`src/hdl/sha1md_pkg.sv`:
```
// Shared types, constants and helper functions of the SHA-1 digest unit.
`default_nettype none
package sha1md_pkg;

    // Standard SHA-1 initial chaining values.
    localparam logic [31:0] H0 = 32'h67452301;
    localparam logic [31:0] H1 = 32'hEFCDAB89;
    localparam logic [31:0] H2 = 32'h98BADCFE;
    localparam logic [31:0] H3 = 32'h10325476;
    localparam logic [31:0] H4 = 32'hC3D2E1F0;

    // Round constants.
    localparam logic [31:0] K0 = 32'h5A827999;
    localparam logic [31:0] K1 = 32'h6ED9EBA1;
    localparam logic [31:0] K2 = 32'h8F1BBCDC;
    localparam logic [31:0] K3 = 32'hCA62C1D6;

    localparam logic [7:0] PAD_BYTE = 8'h80;

    localparam int WORD_CNT_W  = 4;
    localparam int ROUND_CNT_W = 7;
    localparam int INDEX_W     = 3;

    localparam logic [WORD_CNT_W-1:0] LAST_BLOCK_WORD = 4'd15;
    localparam logic [WORD_CNT_W-1:0] LEN_HI_WORD     = 4'd14;
    localparam logic [WORD_CNT_W-1:0] PRE_LEN_WORD    = 4'd13;

    localparam logic [ROUND_CNT_W-1:0] ROUND_GROUP1 = 7'd20;
    localparam logic [ROUND_CNT_W-1:0] ROUND_GROUP2 = 7'd40;
    localparam logic [ROUND_CNT_W-1:0] ROUND_GROUP3 = 7'd60;
    localparam logic [ROUND_CNT_W-1:0] ROUND_LAST   = 7'd79;

    localparam logic [INDEX_W-1:0] DIGEST_LAST_IDX = 3'd4;
    localparam int DIGEST_WORDS = 5;

    localparam int QUEUE_DEPTH = 4;
    localparam int QUEUE_PTR_W = 2;
    localparam int QUEUE_CNT_W = 3;
    localparam logic [QUEUE_CNT_W-1:0] QUEUE_FULL_CNT = 3'd4;

    // One 32-bit message word on its way to the compression core.
    typedef struct packed {
        logic [31:0] word;
        logic        last;
    } word_item_t;

    typedef enum logic [2:0] {
        FR_BYTES,
        FR_PAD,
        FR_ZERO,
        FR_LEN_HI,
        FR_LEN_LO
    } fr_state_t;

    typedef enum logic [1:0] {
        CO_LOAD,
        CO_ROUND,
        CO_ADD,
        CO_EMIT
    } co_state_t;

    function automatic logic [31:0] rotl1(input logic [31:0] x);
        return {x[30:0], x[31]};
    endfunction

    function automatic logic [31:0] rotl5(input logic [31:0] x);
        return {x[26:0], x[31:27]};
    endfunction

    function automatic logic [31:0] rotl30(input logic [31:0] x);
        return {x[1:0], x[31:2]};
    endfunction

endpackage
`default_nettype wire

```
`src/hdl/sha1md_front.sv`:
```
// Front end: packs message bytes into words, counts bits and generates padding.
`default_nettype none
module sha1md_front (
    input  wire logic                  clk,
    input  wire logic                  rst_n,
    input  wire logic                  in_valid,
    output logic                       in_stall,
    input  wire logic [7:0]            data_byte,
    input  wire logic                  byte_valid,
    input  wire logic                  end_of_message,
    output logic                       push,
    output sha1md_pkg::word_item_t     push_item,
    input  wire logic                  queue_full
);

    sha1md_pkg::fr_state_t state_reg, state_next;
    logic [23:0] acc_reg, acc_next;
    logic [1:0]  byte_cnt_reg, byte_cnt_next;
    logic [sha1md_pkg::WORD_CNT_W-1:0] word_cnt_reg, word_cnt_next;
    logic [63:0] bit_cnt_reg, bit_cnt_next;
    logic        in_fire;
    logic [31:0] pad_word;

    assign in_stall = (state_reg != sha1md_pkg::FR_BYTES) || queue_full;
    assign in_fire  = in_valid && !in_stall;

    // The partial word followed by the 0x80 marker and any zero fill.
    always_comb
    begin
        case (byte_cnt_reg)
            2'd0:    pad_word = {sha1md_pkg::PAD_BYTE, 24'h0};
            2'd1:    pad_word = {acc_reg[7:0], sha1md_pkg::PAD_BYTE, 16'h0};
            2'd2:    pad_word = {acc_reg[15:0], sha1md_pkg::PAD_BYTE, 8'h0};
            default: pad_word = {acc_reg, sha1md_pkg::PAD_BYTE};
        endcase
    end

    always_comb
    begin
        state_next = state_reg;
        unique case (state_reg)
            sha1md_pkg::FR_BYTES:
                if (in_fire && end_of_message)
                    state_next = sha1md_pkg::FR_PAD;
            sha1md_pkg::FR_PAD:
                if (!queue_full)
                    state_next = (word_cnt_reg == sha1md_pkg::PRE_LEN_WORD) ?
                                 sha1md_pkg::FR_LEN_HI : sha1md_pkg::FR_ZERO;
            sha1md_pkg::FR_ZERO:
                if (!queue_full && word_cnt_reg == sha1md_pkg::PRE_LEN_WORD)
                    state_next = sha1md_pkg::FR_LEN_HI;
            sha1md_pkg::FR_LEN_HI:
                if (!queue_full)
                    state_next = sha1md_pkg::FR_LEN_LO;
            sha1md_pkg::FR_LEN_LO:
                if (!queue_full)
                    state_next = sha1md_pkg::FR_BYTES;
            default:
                state_next = sha1md_pkg::FR_BYTES;
        endcase
    end

    always_comb
    begin
        push           = 1'b0;
        push_item.word = {acc_reg, data_byte};
        push_item.last = 1'b0;
        unique case (state_reg)
            sha1md_pkg::FR_BYTES:
                push = in_fire && byte_valid && (byte_cnt_reg == 2'd3);
            sha1md_pkg::FR_PAD:
            begin
                push           = !queue_full;
                push_item.word = pad_word;
            end
            sha1md_pkg::FR_ZERO:
            begin
                push           = !queue_full;
                push_item.word = 32'h0;
            end
            sha1md_pkg::FR_LEN_HI:
            begin
                push           = !queue_full;
                push_item.word = bit_cnt_reg[63:32];
            end
            sha1md_pkg::FR_LEN_LO:
            begin
                push           = !queue_full;
                push_item.word = bit_cnt_reg[31:0];
                push_item.last = 1'b1;
            end
            default:
                push = 1'b0;
        endcase
    end

    always_comb
    begin
        acc_next      = acc_reg;
        byte_cnt_next = byte_cnt_reg;
        bit_cnt_next  = bit_cnt_reg;
        word_cnt_next = word_cnt_reg + {{(sha1md_pkg::WORD_CNT_W-1){1'b0}}, push};
        if (in_fire && byte_valid)
        begin
            bit_cnt_next  = bit_cnt_reg + 64'd8;
            acc_next      = {acc_reg[15:0], data_byte};
            byte_cnt_next = byte_cnt_reg + 2'd1;
        end
        if (state_reg == sha1md_pkg::FR_PAD && !queue_full)
            byte_cnt_next = 2'd0;
        // The message is closed once the low length word is queued.
        if (state_reg == sha1md_pkg::FR_LEN_LO && !queue_full)
            bit_cnt_next = 64'd0;
    end

    always_ff @(posedge clk or negedge rst_n)
    begin
        if (!rst_n)
        begin
            state_reg    <= sha1md_pkg::FR_BYTES;
            byte_cnt_reg <= 2'd0;
            word_cnt_reg <= '0;
            bit_cnt_reg  <= 64'd0;
        end
        else
        begin
            state_reg    <= state_next;
            byte_cnt_reg <= byte_cnt_next;
            word_cnt_reg <= word_cnt_next;
            bit_cnt_reg  <= bit_cnt_next;
        end
    end

    always_ff @(posedge clk)
    begin
        acc_reg <= acc_next;
    end

endmodule
`default_nettype wire

```
`src/hdl/sha1md_queue.sv`:
```
// Short word queue between the front end and the compression core.
`default_nettype none
module sha1md_queue (
    input  wire logic                   clk,
    input  wire logic                   rst_n,
    input  wire logic                   push,
    input  sha1md_pkg::word_item_t      push_item,
    output logic                        full,
    input  wire logic                   pop,
    output sha1md_pkg::word_item_t      pop_item,
    output logic                        empty
);

    sha1md_pkg::word_item_t entry_reg [sha1md_pkg::QUEUE_DEPTH];
    logic [sha1md_pkg::QUEUE_PTR_W-1:0] wr_ptr_reg, rd_ptr_reg;
    logic [sha1md_pkg::QUEUE_CNT_W-1:0] count_reg, count_next;
    logic do_push, do_pop;

    assign full     = (count_reg == sha1md_pkg::QUEUE_FULL_CNT);
    assign empty    = (count_reg == '0);
    assign do_push  = push && !full;
    assign do_pop   = pop && !empty;
    assign pop_item = entry_reg[rd_ptr_reg];

    always_comb
    begin
        count_next = count_reg;
        if (do_push && !do_pop)
            count_next = count_reg + {{(sha1md_pkg::QUEUE_CNT_W-1){1'b0}}, 1'b1};
        else if (do_pop && !do_push)
            count_next = count_reg - {{(sha1md_pkg::QUEUE_CNT_W-1){1'b0}}, 1'b1};
    end

    always_ff @(posedge clk or negedge rst_n)
    begin
        if (!rst_n)
        begin
            wr_ptr_reg <= '0;
            rd_ptr_reg <= '0;
            count_reg  <= '0;
        end
        else
        begin
            count_reg <= count_next;
            if (do_push)
                wr_ptr_reg <= wr_ptr_reg + {{(sha1md_pkg::QUEUE_PTR_W-1){1'b0}}, 1'b1};
            if (do_pop)
                rd_ptr_reg <= rd_ptr_reg + {{(sha1md_pkg::QUEUE_PTR_W-1){1'b0}}, 1'b1};
        end
    end

    always_ff @(posedge clk)
    begin
        if (do_push)
            entry_reg[wr_ptr_reg] <= push_item;
    end

endmodule
`default_nettype wire

```
`src/hdl/sha1md_core.sv`:
```
// Compression core: loads 16 words, runs 80 rounds, updates the chain, emits the digest.
`default_nettype none
module sha1md_core (
    input  wire logic                   clk,
    input  wire logic                   rst_n,
    output logic                        pop,
    input  sha1md_pkg::word_item_t      pop_item,
    input  wire logic                   empty,
    output logic                        out_valid,
    input  wire logic                   out_stall,
    output logic [31:0]                 digest_word,
    output logic [sha1md_pkg::INDEX_W-1:0] word_index,
    output logic                        last_word
);

    sha1md_pkg::co_state_t state_reg, state_next;
    logic [31:0] w_reg [16];
    logic [31:0] chain_reg [sha1md_pkg::DIGEST_WORDS];
    logic [31:0] a_reg, b_reg, c_reg, d_reg, e_reg;
    logic [sha1md_pkg::WORD_CNT_W-1:0]  load_cnt_reg;
    logic [sha1md_pkg::ROUND_CNT_W-1:0] round_cnt_reg;
    logic [sha1md_pkg::INDEX_W-1:0]     idx_reg;
    logic        last_reg;
    logic        out_fire, load_done, shift_en;
    logic [31:0] f_val, k_val, sum_val, w_new, shift_in;

    assign out_fire  = out_valid && !out_stall;
    assign load_done = pop && (load_cnt_reg == sha1md_pkg::LAST_BLOCK_WORD);

    always_comb
    begin
        state_next = state_reg;
        unique case (state_reg)
            sha1md_pkg::CO_LOAD:
                if (load_done)
                    state_next = sha1md_pkg::CO_ROUND;
            sha1md_pkg::CO_ROUND:
                if (round_cnt_reg == sha1md_pkg::ROUND_LAST)
                    state_next = sha1md_pkg::CO_ADD;
            sha1md_pkg::CO_ADD:
                state_next = last_reg ? sha1md_pkg::CO_EMIT : sha1md_pkg::CO_LOAD;
            sha1md_pkg::CO_EMIT:
                if (out_fire && idx_reg == sha1md_pkg::DIGEST_LAST_IDX)
                    state_next = sha1md_pkg::CO_LOAD;
            default:
                state_next = sha1md_pkg::CO_LOAD;
        endcase
    end

    always_comb
    begin
        pop       = 1'b0;
        out_valid = 1'b0;
        shift_en  = 1'b0;
        shift_in  = pop_item.word;
        unique case (state_reg)
            sha1md_pkg::CO_LOAD:
            begin
                pop      = !empty;
                shift_en = !empty;
            end
            sha1md_pkg::CO_ROUND:
            begin
                shift_en = 1'b1;
                shift_in = w_new;
            end
            sha1md_pkg::CO_ADD:
                pop = 1'b0;
            sha1md_pkg::CO_EMIT:
                out_valid = 1'b1;
            default:
                pop = 1'b0;
        endcase
    end

    assign digest_word = chain_reg[idx_reg];
    assign word_index  = idx_reg;
    assign last_word   = (idx_reg == sha1md_pkg::DIGEST_LAST_IDX);

    // The window holds W[t] .. W[t+15]; W[t] is at the bottom.
    assign w_new = sha1md_pkg::rotl1(w_reg[13] ^ w_reg[8] ^ w_reg[2] ^ w_reg[0]);

    always_comb
    begin
        if (round_cnt_reg < sha1md_pkg::ROUND_GROUP1)
        begin
            f_val = (b_reg & c_reg) | (~b_reg & d_reg);
            k_val = sha1md_pkg::K0;
        end
        else if (round_cnt_reg < sha1md_pkg::ROUND_GROUP2)
        begin
            f_val = b_reg ^ c_reg ^ d_reg;
            k_val = sha1md_pkg::K1;
        end
        else if (round_cnt_reg < sha1md_pkg::ROUND_GROUP3)
        begin
            f_val = (b_reg & c_reg) | (b_reg & d_reg) | (c_reg & d_reg);
            k_val = sha1md_pkg::K2;
        end
        else
        begin
            f_val = b_reg ^ c_reg ^ d_reg;
            k_val = sha1md_pkg::K3;
        end
        sum_val = sha1md_pkg::rotl5(a_reg) + f_val + e_reg + k_val + w_reg[0];
    end

    always_ff @(posedge clk or negedge rst_n)
    begin
        if (!rst_n)
        begin
            state_reg     <= sha1md_pkg::CO_LOAD;
            load_cnt_reg  <= '0;
            round_cnt_reg <= '0;
            idx_reg       <= '0;
            last_reg      <= 1'b0;
            chain_reg[0]  <= sha1md_pkg::H0;
            chain_reg[1]  <= sha1md_pkg::H1;
            chain_reg[2]  <= sha1md_pkg::H2;
            chain_reg[3]  <= sha1md_pkg::H3;
            chain_reg[4]  <= sha1md_pkg::H4;
        end
        else
        begin
            state_reg <= state_next;
            if (pop)
                load_cnt_reg <= load_cnt_reg + {{(sha1md_pkg::WORD_CNT_W-1){1'b0}}, 1'b1};
            if (load_done)
                last_reg <= pop_item.last;
            if (state_reg == sha1md_pkg::CO_ROUND)
            begin
                if (round_cnt_reg == sha1md_pkg::ROUND_LAST)
                    round_cnt_reg <= '0;
                else
                    round_cnt_reg <= round_cnt_reg +
                                     {{(sha1md_pkg::ROUND_CNT_W-1){1'b0}}, 1'b1};
            end
            if (state_reg == sha1md_pkg::CO_ADD)
            begin
                chain_reg[0] <= chain_reg[0] + a_reg;
                chain_reg[1] <= chain_reg[1] + b_reg;
                chain_reg[2] <= chain_reg[2] + c_reg;
                chain_reg[3] <= chain_reg[3] + d_reg;
                chain_reg[4] <= chain_reg[4] + e_reg;
            end
            if (out_fire)
            begin
                if (idx_reg == sha1md_pkg::DIGEST_LAST_IDX)
                begin
                    // Digest delivered: start the next message from the initial values.
                    idx_reg      <= '0;
                    chain_reg[0] <= sha1md_pkg::H0;
                    chain_reg[1] <= sha1md_pkg::H1;
                    chain_reg[2] <= sha1md_pkg::H2;
                    chain_reg[3] <= sha1md_pkg::H3;
                    chain_reg[4] <= sha1md_pkg::H4;
                end
                else
                    idx_reg <= idx_reg + {{(sha1md_pkg::INDEX_W-1){1'b0}}, 1'b1};
            end
        end
    end

    always_ff @(posedge clk)
    begin
        if (shift_en)
        begin
            for (int i = 0; i < 15; i++)
                w_reg[i] <= w_reg[i+1];
            w_reg[15] <= shift_in;
        end
        if (load_done)
        begin
            a_reg <= chain_reg[0];
            b_reg <= chain_reg[1];
            c_reg <= chain_reg[2];
            d_reg <= chain_reg[3];
            e_reg <= chain_reg[4];
        end
        else if (state_reg == sha1md_pkg::CO_ROUND)
        begin
            a_reg <= sum_val;
            b_reg <= a_reg;
            c_reg <= sha1md_pkg::rotl30(b_reg);
            d_reg <= c_reg;
            e_reg <= d_reg;
        end
    end

`ifndef ASSERT_OFF
    assert property (@(posedge clk) disable iff (!rst_n)
        (state_reg == sha1md_pkg::CO_ROUND) |-> (round_cnt_reg <= sha1md_pkg::ROUND_LAST))
        else $error("round counter ran past the last round");

    assert property (@(posedge clk) disable iff (!rst_n)
        (state_reg == sha1md_pkg::CO_ROUND) |-> (load_cnt_reg == '0))
        else $error("rounds started without a whole block loaded");

    assert property (@(posedge clk) disable iff (!rst_n)
        (state_reg == sha1md_pkg::CO_ADD && !last_reg) |=> (state_reg == sha1md_pkg::CO_LOAD))
        else $error("digest emitted for a block that does not end a message");

    assert property (@(posedge clk) disable iff (!rst_n)
        (out_fire && idx_reg == sha1md_pkg::DIGEST_LAST_IDX)
        |=> (state_reg == sha1md_pkg::CO_LOAD && chain_reg[0] == sha1md_pkg::H0
             && idx_reg == '0))
        else $error("chain not reinitialized after the final digest word");
`endif

endmodule
`default_nettype wire

```
`src/hdl/sha1_message_digest_unit.sv`:
```
// Top level of the SHA-1 message digest unit.
// Usage: the input channel (in_valid/in_stall) takes one item per cycle unless stalled:
// a message byte in data_byte, qualified by byte_valid, and end_of_message to close the
// message after that byte. An item with end_of_message and no valid byte closes the
// message without adding data, so the empty message is supported.
// Bytes are packed into words and pass through a four-word queue to the compression
// core. A block needs 16 word loads, 80 rounds at one round per cycle and one chaining
// update. The queue holds only 16 bytes of the next block, so input stalls while the
// core runs the rounds and chaining update of a block. Input is stalled while the queue
// is full. On end of message the front end queues 3 to 18 padding and length words and
// stalls input meanwhile; the first digest word can be taken once the final block has
// passed its rounds and chaining update, later when an extra padding block or a block
// still in the round loop comes first. The digest leaves on the output channel
// (out_valid/out_stall) as five items, word_index 0 to 4, last_word set on the fifth.
// While the receiver stalls, the current digest word holds and the front end keeps
// filling the queue. After the fifth word is taken the chain returns to the SHA-1
// initial values. Reset (rst_n low) clears all control state and loads the initial
// chain values; the block is ready as soon as reset is released.
`default_nettype none
module sha1_message_digest_unit (
    input  wire logic        clk,
    input  wire logic        rst_n,
    input  wire logic        in_valid,
    output logic             in_stall,
    input  wire logic [7:0]  data_byte,
    input  wire logic        byte_valid,
    input  wire logic        end_of_message,
    output logic             out_valid,
    input  wire logic        out_stall,
    output logic [31:0]      digest_word,
    output logic [2:0]       word_index,
    output logic             last_word
);

    sha1md_pkg::word_item_t push_item, pop_item;
    logic push, pop, queue_full, queue_empty;

    sha1md_front u_front (
        .clk            (clk),
        .rst_n          (rst_n),
        .in_valid       (in_valid),
        .in_stall       (in_stall),
        .data_byte      (data_byte),
        .byte_valid     (byte_valid),
        .end_of_message (end_of_message),
        .push           (push),
        .push_item      (push_item),
        .queue_full     (queue_full)
    );

    sha1md_queue u_queue (
        .clk       (clk),
        .rst_n     (rst_n),
        .push      (push),
        .push_item (push_item),
        .full      (queue_full),
        .pop       (pop),
        .pop_item  (pop_item),
        .empty     (queue_empty)
    );

    sha1md_core u_core (
        .clk         (clk),
        .rst_n       (rst_n),
        .pop         (pop),
        .pop_item    (pop_item),
        .empty       (queue_empty),
        .out_valid   (out_valid),
        .out_stall   (out_stall),
        .digest_word (digest_word),
        .word_index  (word_index),
        .last_word   (last_word)
    );

endmodule
`default_nettype wire
```
`config.mk`:
```
export PLATFORM = sky130hd
export DESIGN_NAME = sha1_message_digest_unit
export DESIGN_NICKNAME = d
export VERILOG_FILES = /design/src/hdl/sha1md_pkg.sv /design/src/hdl/sha1md_front.sv /design/src/hdl/sha1md_queue.sv /design/src/hdl/sha1md_core.sv /design/src/hdl/sha1_message_digest_unit.sv
export SDC_FILE = /design/constraint.sdc
export NUM_CORES = 2
export LEC_CHECK = 0
export ABC_CLOCK_PERIOD_IN_PS = 29100
export BUFFER_PORTS_ARGS = -buffer_cell sky130_fd_sc_hd__clkbuf_2
export CAP_MARGIN = 20
export CORE_MARGIN = 1
export CORE_UTILIZATION = 25
export CTS_CLUSTER_DIAMETER = 50
export DETAILED_ROUTE_END_ITERATION = 7
export GPL_ROUTABILITY_DRIVEN = 1
export GPL_TIMING_DRIVEN = 0
export HOLD_SLACK_MARGIN = 0.12
export SLEW_MARGIN = 40
export SYNTH_ARGS = -nofsm -noshare
export SYNTH_HDL_FRONTEND = slang
export SYNTH_SLANG_ARGS = --single-unit
export TNS_END_PERCENT = 10
```
`constraint.sdc`:
```
create_clock -name clk -period 29.1 [get_ports clk]
set_input_delay 1.455 -clock clk [delete_from_list [all_inputs] [get_ports clk]]
set_output_delay 1.455 -clock clk [all_outputs]
set_load 0.005 [all_outputs]
```
# == Word-level counts from Yosys, hierarchy flattened ==
# Memory sizes are Yosys's and may differ from the RTL's.
# Index checks and enable logic that the tools add are counted.
# Widths: inputs -> output; s select.
# word_totals
ramBits,644
inputBits,14
output_inout_bits,38
mem_count,2
regBits,441
# classes
n_reduce_logical,33
n_addsub,19
muxes,54
bitwise_logic,14
order_cmp,4
n_eq_ne,23
# mem_list
name,depth,word_bits,read_ports,rd_ports_with_merged_regs,write_ports,line,rtl
u_core.w_reg,16,32,16,0,16,sha1md_core.sv:17,logic [31:0] w_reg [16];
u_queue.entry_reg,4,33,1,0,1,sha1md_queue.sv:14,sha1md_pkg::word_item_t entry_reg [sha1md_pkg::QUEUE_DEPTH];
# op_table
op,n
$mux 32,18
$mux 160,3
$add 32x32->32,9
$xor 32x32->32,5
$and 32x32->32,4
$mux 64,2
$pmux 32 s4,1
$bmux 32 s3,1
$or 32x32->32,3
$pmux 32 s3,1
$add 64x4->64 const B,1
$not 32->32,1
$mux 31,1
$mux 3,8
$pmux 3 s5,1
$logic_and 1x1->1,14
$lt 7x6->1 const B,2
$mux 2,6
$ne 2x1->1 const B,5
$eq 3x3->1 const B,3
$eq 2x2->1 const B,4
$eq 4x4->1 const B,2
$mux 1,8
$pmux 2 s4,1
25 further kinds,43

# == Longest topological paths before layout ==
# logic_depth
word_depth,12
ltp_mapped,25
mapped_depth_nobuf,23

# == By module ==
# A second synthesis with hierarchy kept.
# hier_totals
cells_unflattened,4593
area_unflattened_um2,54905.2
# modules_own_cells
module,instances,cells_each,seq_area_each_um2,area_each_um2
sha1md_core,1,3817,24708.7,44412.6
sha1md_front,1,567,2472.4,5250.0
sha1md_queue,1,209,4139.0,5242.5

# == Worst setup path after synthesis ==
# Ideal clock, no wire load.
# synth_timing
path_kind,register to register
startpoint,register u_core.state_reg[1]
endpoint,memory u_core.w_reg[0][0] (enable)
arrival_ps,25131
stages_incl_launch_ff,3
required_time_ps,27542
path_slack_ps,2411
cell_sequence,dfrtp_1 -> clkbuf_1 -> a21oi_1
# synth_lines
element,line,rtl
"start, declared",sha1md_core.sv:16,"sha1md_pkg::co_state_t state_reg, state_next;"
"start signal, assigned",sha1md_core.sv:112,state_reg <= sha1md_pkg::CO_LOAD;
"start signal, assigned",sha1md_core.sv:125,state_reg <= state_next;
"end, declared",sha1md_core.sv:17,

# == Final worst setup path ==
# layout_timing
startpoint,register u_core.round_cnt_reg[5] (netlist name)
endpoint,register u_core.a_reg[30] (data pin)
# layout_via
elab_chain_cells,10
elab_cells_between_ends,15
cone_classes,add/sub (4); order compare (3); mux (8)
# layout_rtl
element,line,rtl
"start, declared",sha1md_core.sv:21,logic [sha1md_pkg::ROUND_CNT_W-1:0] round_cnt_reg;
"start signal, assigned",sha1md_core.sv:135,round_cnt_reg <= round_cnt_reg +
$lt 7x6->1,sha1md_core.sv:95,else if (round_cnt_reg < sha1md_pkg::ROUND_GROUP3)
$mux 32,sha1md_core.sv:95,
$mux 32,sha1md_core.sv:90,else if (round_cnt_reg < sha1md_pkg::ROUND_GROUP2)
$mux 32,sha1md_core.sv:85,if (round_cnt_reg < sha1md_pkg::ROUND_GROUP1)
$add 32x32->32 (2 in series),sha1md_core.sv:105,sum_val = sha1md_pkg::rotl5(a_reg) + f_val + e_reg + k_val + w_reg[0];
$add 32x32->32 * (2 in series),sha1md_core.sv:105,
$mux 32 *,sha1md_core.sv:180,else if (state_reg == sha1md_pkg::CO_ROUND)
$mux 32 *,sha1md_core.sv:172,if (load_done)
"end signal, assigned",sha1md_core.sv:174,a_reg <= chain_reg[0];
"end signal, assigned",sha1md_core.sv:182,a_reg <= sum_val;
"end, declared",sha1md_core.sv:19,"logic [31:0] a_reg, b_reg, c_reg, d_reg, e_reg;"
# Mark *: on every way between the ends. The rest lies on a longest branch, timed or not. The select of a mux whose other input is x is not followed.
# A chain may end at the register's enable or synchronous reset.

==> metrics.md <==
| Metric | Value |
|---|---|
| Cell area after synthesis | `0.0548 mm^2` |
| Row count | `171` |
| Final HPWL DP | `roughly 120000 um` |
| Post-Synth XOR/XNOR Area | `0.0483` |
| Vias | `around 38000` |
| Synth warn | `0` |
| Mux share of post-synthesis cell area | `0.0279` |
| Worst path arrival time | `8800 ps` |
| CTS root buffer | `clkbuf_16` |
| Max reg flops | `just over 500` |
| Core ar. | `approximately 0.22 mm^2` |
| Share of layout cells above drive strength 1 | `0.102` |
| Maxcap violations | `0` |
| FMAX | `0.122 GHz` |
| Inserted Clock Buffers | `~120` |
| PortBufs | `51` |
| I/O Pins | `52` |
| Number of setup buffers added after CTS | `0` |
| Post-DP Area | `between 0.05 and 0.06 mm^2` |
| Simple logic cell fraction of the synthesized area | `0.111` |
| Clk slew on worst S/H paths | `70 ps` |
| Remaining routing DRC violations | `0` |
| Required @ worst endpoint | `29720 ps` |
| Min Tclk post-route | `8190 ps` |
| Worst-Skew Late Latency | `around 760 ps` |
| Min-Delay Path Depth | `0` |
| Clock sink count | `about 1100` |
| CTS tree | `built` |
| Tightest Hold Check Type | `reg2reg` |
| CP Class | `reg2reg` |
| Clk buf depth | `3` |
| RSZ-0062 raised after global routing | `no` |
| Antenna cells | `0` |
| Dpl cells | `between 7000 and 8000` |
| Final setup viols | `0` |
| Post-Syn Nets | `about 5000` |
| Hold buffers post-CTS | `0` |
| Detail Route Antenna Nets | `0` |
| DIE AREA | `around 0.22 mm^2` |
| Post-Route WL | `approximately 170000 um` |
| Async set or reset register ratio after synthesis | `0.235` |
| Critical R2R Capture | `u_core.a_reg[30]` |
| CP max FO | `10` |
| Final hold violations | `0` |
| Final Cycle Share | `0.281` |
| Routability cong. | `slightly below 1` |
| Status | `completed` |
| Clk_skew | `56.2 ps` |
| Global-route usage over all layers | `0.149` |
| Worst-Margin Slew | `approximately 920 ps` |
| Nets | `~5200` |
| Pins Over Slew Limit | `0` |
| Crit path capture type | `flip-flop` |
| Critical path launch point type | `flip-flop` |
| Overall die height | `between 400 and 500 um` |
| Vias in the first global route | `around 37000` |
| Layout overhead on the synthesized area | `16.1%` |
| H-Tree Depth | `3` |
| Initial drt markers | `4306` |
| Max_slew headroom | `0.385` |
| EDFF count, synth | `828` |
| Syn Area/Cell | `11.9 um^2` |
| Worst reg2reg setup slack | `20910 ps` |
| Main combinational cell family by area after synthesis | `compound AO/OA/AOI/OAI gates` |
| Via density | `roughly 4.9` |
| Pre-Repair DR Iteration Count | `6` |
| Synth unique cells | `slightly below 90` |
| Hold endpoint | `u_core.w_reg[3][25]` |
| First-pass GRT wire length | `247000 um` |
| Reg2reg path depth | `22` |
| Cells after Synth | `roughly 4600` |
| Main synth FF type | `edfxtp_1` |
| Register area share after synthesis | `0.572` |
| Antenna violations before repair | `3` |
| Largest net degree at the start of global routing | `57` |
| Worst R2R Start | `u_core.round_cnt_reg[5]` |
| Post-Layout Cell Count | `7790` |
| Compound-gate portion of the synthesized area | `0.113` |
| DR WL/cell | `about 22 um` |
| Die outline width | `470 um` |
| Post_cts resized | `0` |
| Synth Area in Adders | `0.0998` |
| Hold Path Origin | `u_core.w_reg[4][25]` |
| Final instance area | `~0.064 mm^2` |
| Overflow after GRT | `0` |
| Register bit total from synthesis | `between 1000 and 1500` |
| Initial Util | `0.252` |
how the worst max path moves through the flow:
| stage | start | end | cells past startpoint |
|---|---|---|---|
| after floorplan | u_core.state_reg[1] | u_core.w_reg[0][0] | 2 |
| after global placement | u_core.state_reg[1] | u_core.w_reg[7][22] | 2 |
| after detailed placement | u_core.round_cnt_reg[5] | u_core.a_reg[28] | 23 |
| after CTS | u_core.round_cnt_reg[5] | u_core.a_reg[28] | 23 |
| after global routing | u_core.round_cnt_reg[5] | u_core.a_reg[28] | 23 |
| final | u_core.round_cnt_reg[5] | u_core.a_reg[30] | 22 |
area by class of cell:
| cell class | instances | area (um^2) |
|---|---|---|
| Fill cell | 22100 | 154000 |
| Clock inverter | 75 | 922 |
| Timing Repair Buffer | 97 | 1080 |
| Inverter | 227 | 852 |
| Buffer | 179 | 774 |
| Clock buffer | 145 | 3120 |
| Sequential cell | 1082 | 31300 |
| Multi-Input combinational cell | 3131 | 22000 |
| Tap cell | 2854 | 3570 |
worst max-delay path: stages (launching register included):
cell and delay [ps]:
dfrtp_1 320, clkbuf_1 290, o21ai_0 280, nor3_2 600, clkinv_1 470, nand2_1 430
clkbuf_1 690, nor2_1 90, nor2_1 320, fa_1 520, fa_1 530, inv_1 60
fa_1 550, inv_1 50, ha_1 300, a211oi_1 400, o21ai_0 270, a21oi_1 510
o211ai_1 240, a31oi_1 300, o21ai_0 190, or4b_1 520, nand3_1 100
synth_stat cells, types with 30 or more instances:
master / count / area (um^2)
a211oi_1: 35 / 263
a21o_1: 71 / 533
a21oi_1: 312 / 1560
and3_1: 31 / 194
clkbuf_1: 147 / 552
dfrtp_1: 174 / 4350
dfstp_2: 80 / 2100
edfxtp_1: 828 / 24900
fa_1: 125 / 2500
ha_1: 237 / 2970
inv_1: 226 / 848
mux2i_1: 74 / 741
mux4_2: 34 / 766
nand2_1: 724 / 2720
nand3_1: 86 / 430
nand4_1: 30 / 188
nor2_1: 258 / 968
nor2b_1: 45 / 282
nor3_1: 59 / 295
o211ai_1: 47 / 353
o21ai_0: 233 / 1170
o22ai_1: 43 / 269
xnor2_1: 196 / 1720
xor2_1: 106 / 928
logic make-up (layout without fill, tap and decap cells):
group / after synthesis / after routing
AO/OA/AOI/OAI: 990 / 990
XOR/XNOR: 302 / 302
flip-flops: 1082 / 1082
multiplexers: 110 / 110
adder cells (fa/ha/maj): 362 / 362
AND/OR/NAND/NOR: 1367 / 1367
buffers and inverters: 406 / 723
cells in the final DEF, fill, tap and decap left out, types with 28 or more instances in the layout:
cell and instances:
edfxtp_1 828, nand2_1 723, a21oi_1 311, nor2_1 257, ha_1 237, o21ai_0 232
inv_1 226, xnor2_1 196, dfrtp_1 174, fa_1 125, clkbuf_1 121, clkbuf_16 116
xor2_1 106, clkbuf_2 96, nand3_1 86, dfstp_2 80, mux2i_1 74, a21o_1 71
nor3_1 55, o211ai_1 47, nor2b_1 45, o22ai_1 43, a211oi_1 35, mux4_2 34
and3_1 31, nand4_1 30, o21bai_1 29, buf_8 28
routing by layer:
metal	vias to the layer above	share of wire	wire length (um)	track usage
met1	19100	0.45	75400	0.212
met5	-	0.00017	29	0
li1	17100	-	-	-
met4	4	0.046	7750	0.0648
met2	1622	0.43	71700	0.219
met3	362	0.076	12700	0.0268
stage by stage:
stage          hold WS, ps  TNS (ps)  utilization  worst slack [ps]
5_1_grt                399         0        0.293             20510
3_3_place_gp           400  -2988000        0.270             -5870
4_1_cts                387         0        0.293             20990
3_5_place_dp           405         0        0.274             21090
6_report               412         0        0.293             20910
2_1_floorplan          400         0            -              2410
Power is left out: the tool's default activity adds up to more than one toggle a clock period on the data nets, which glitch-free logic cannot reach.
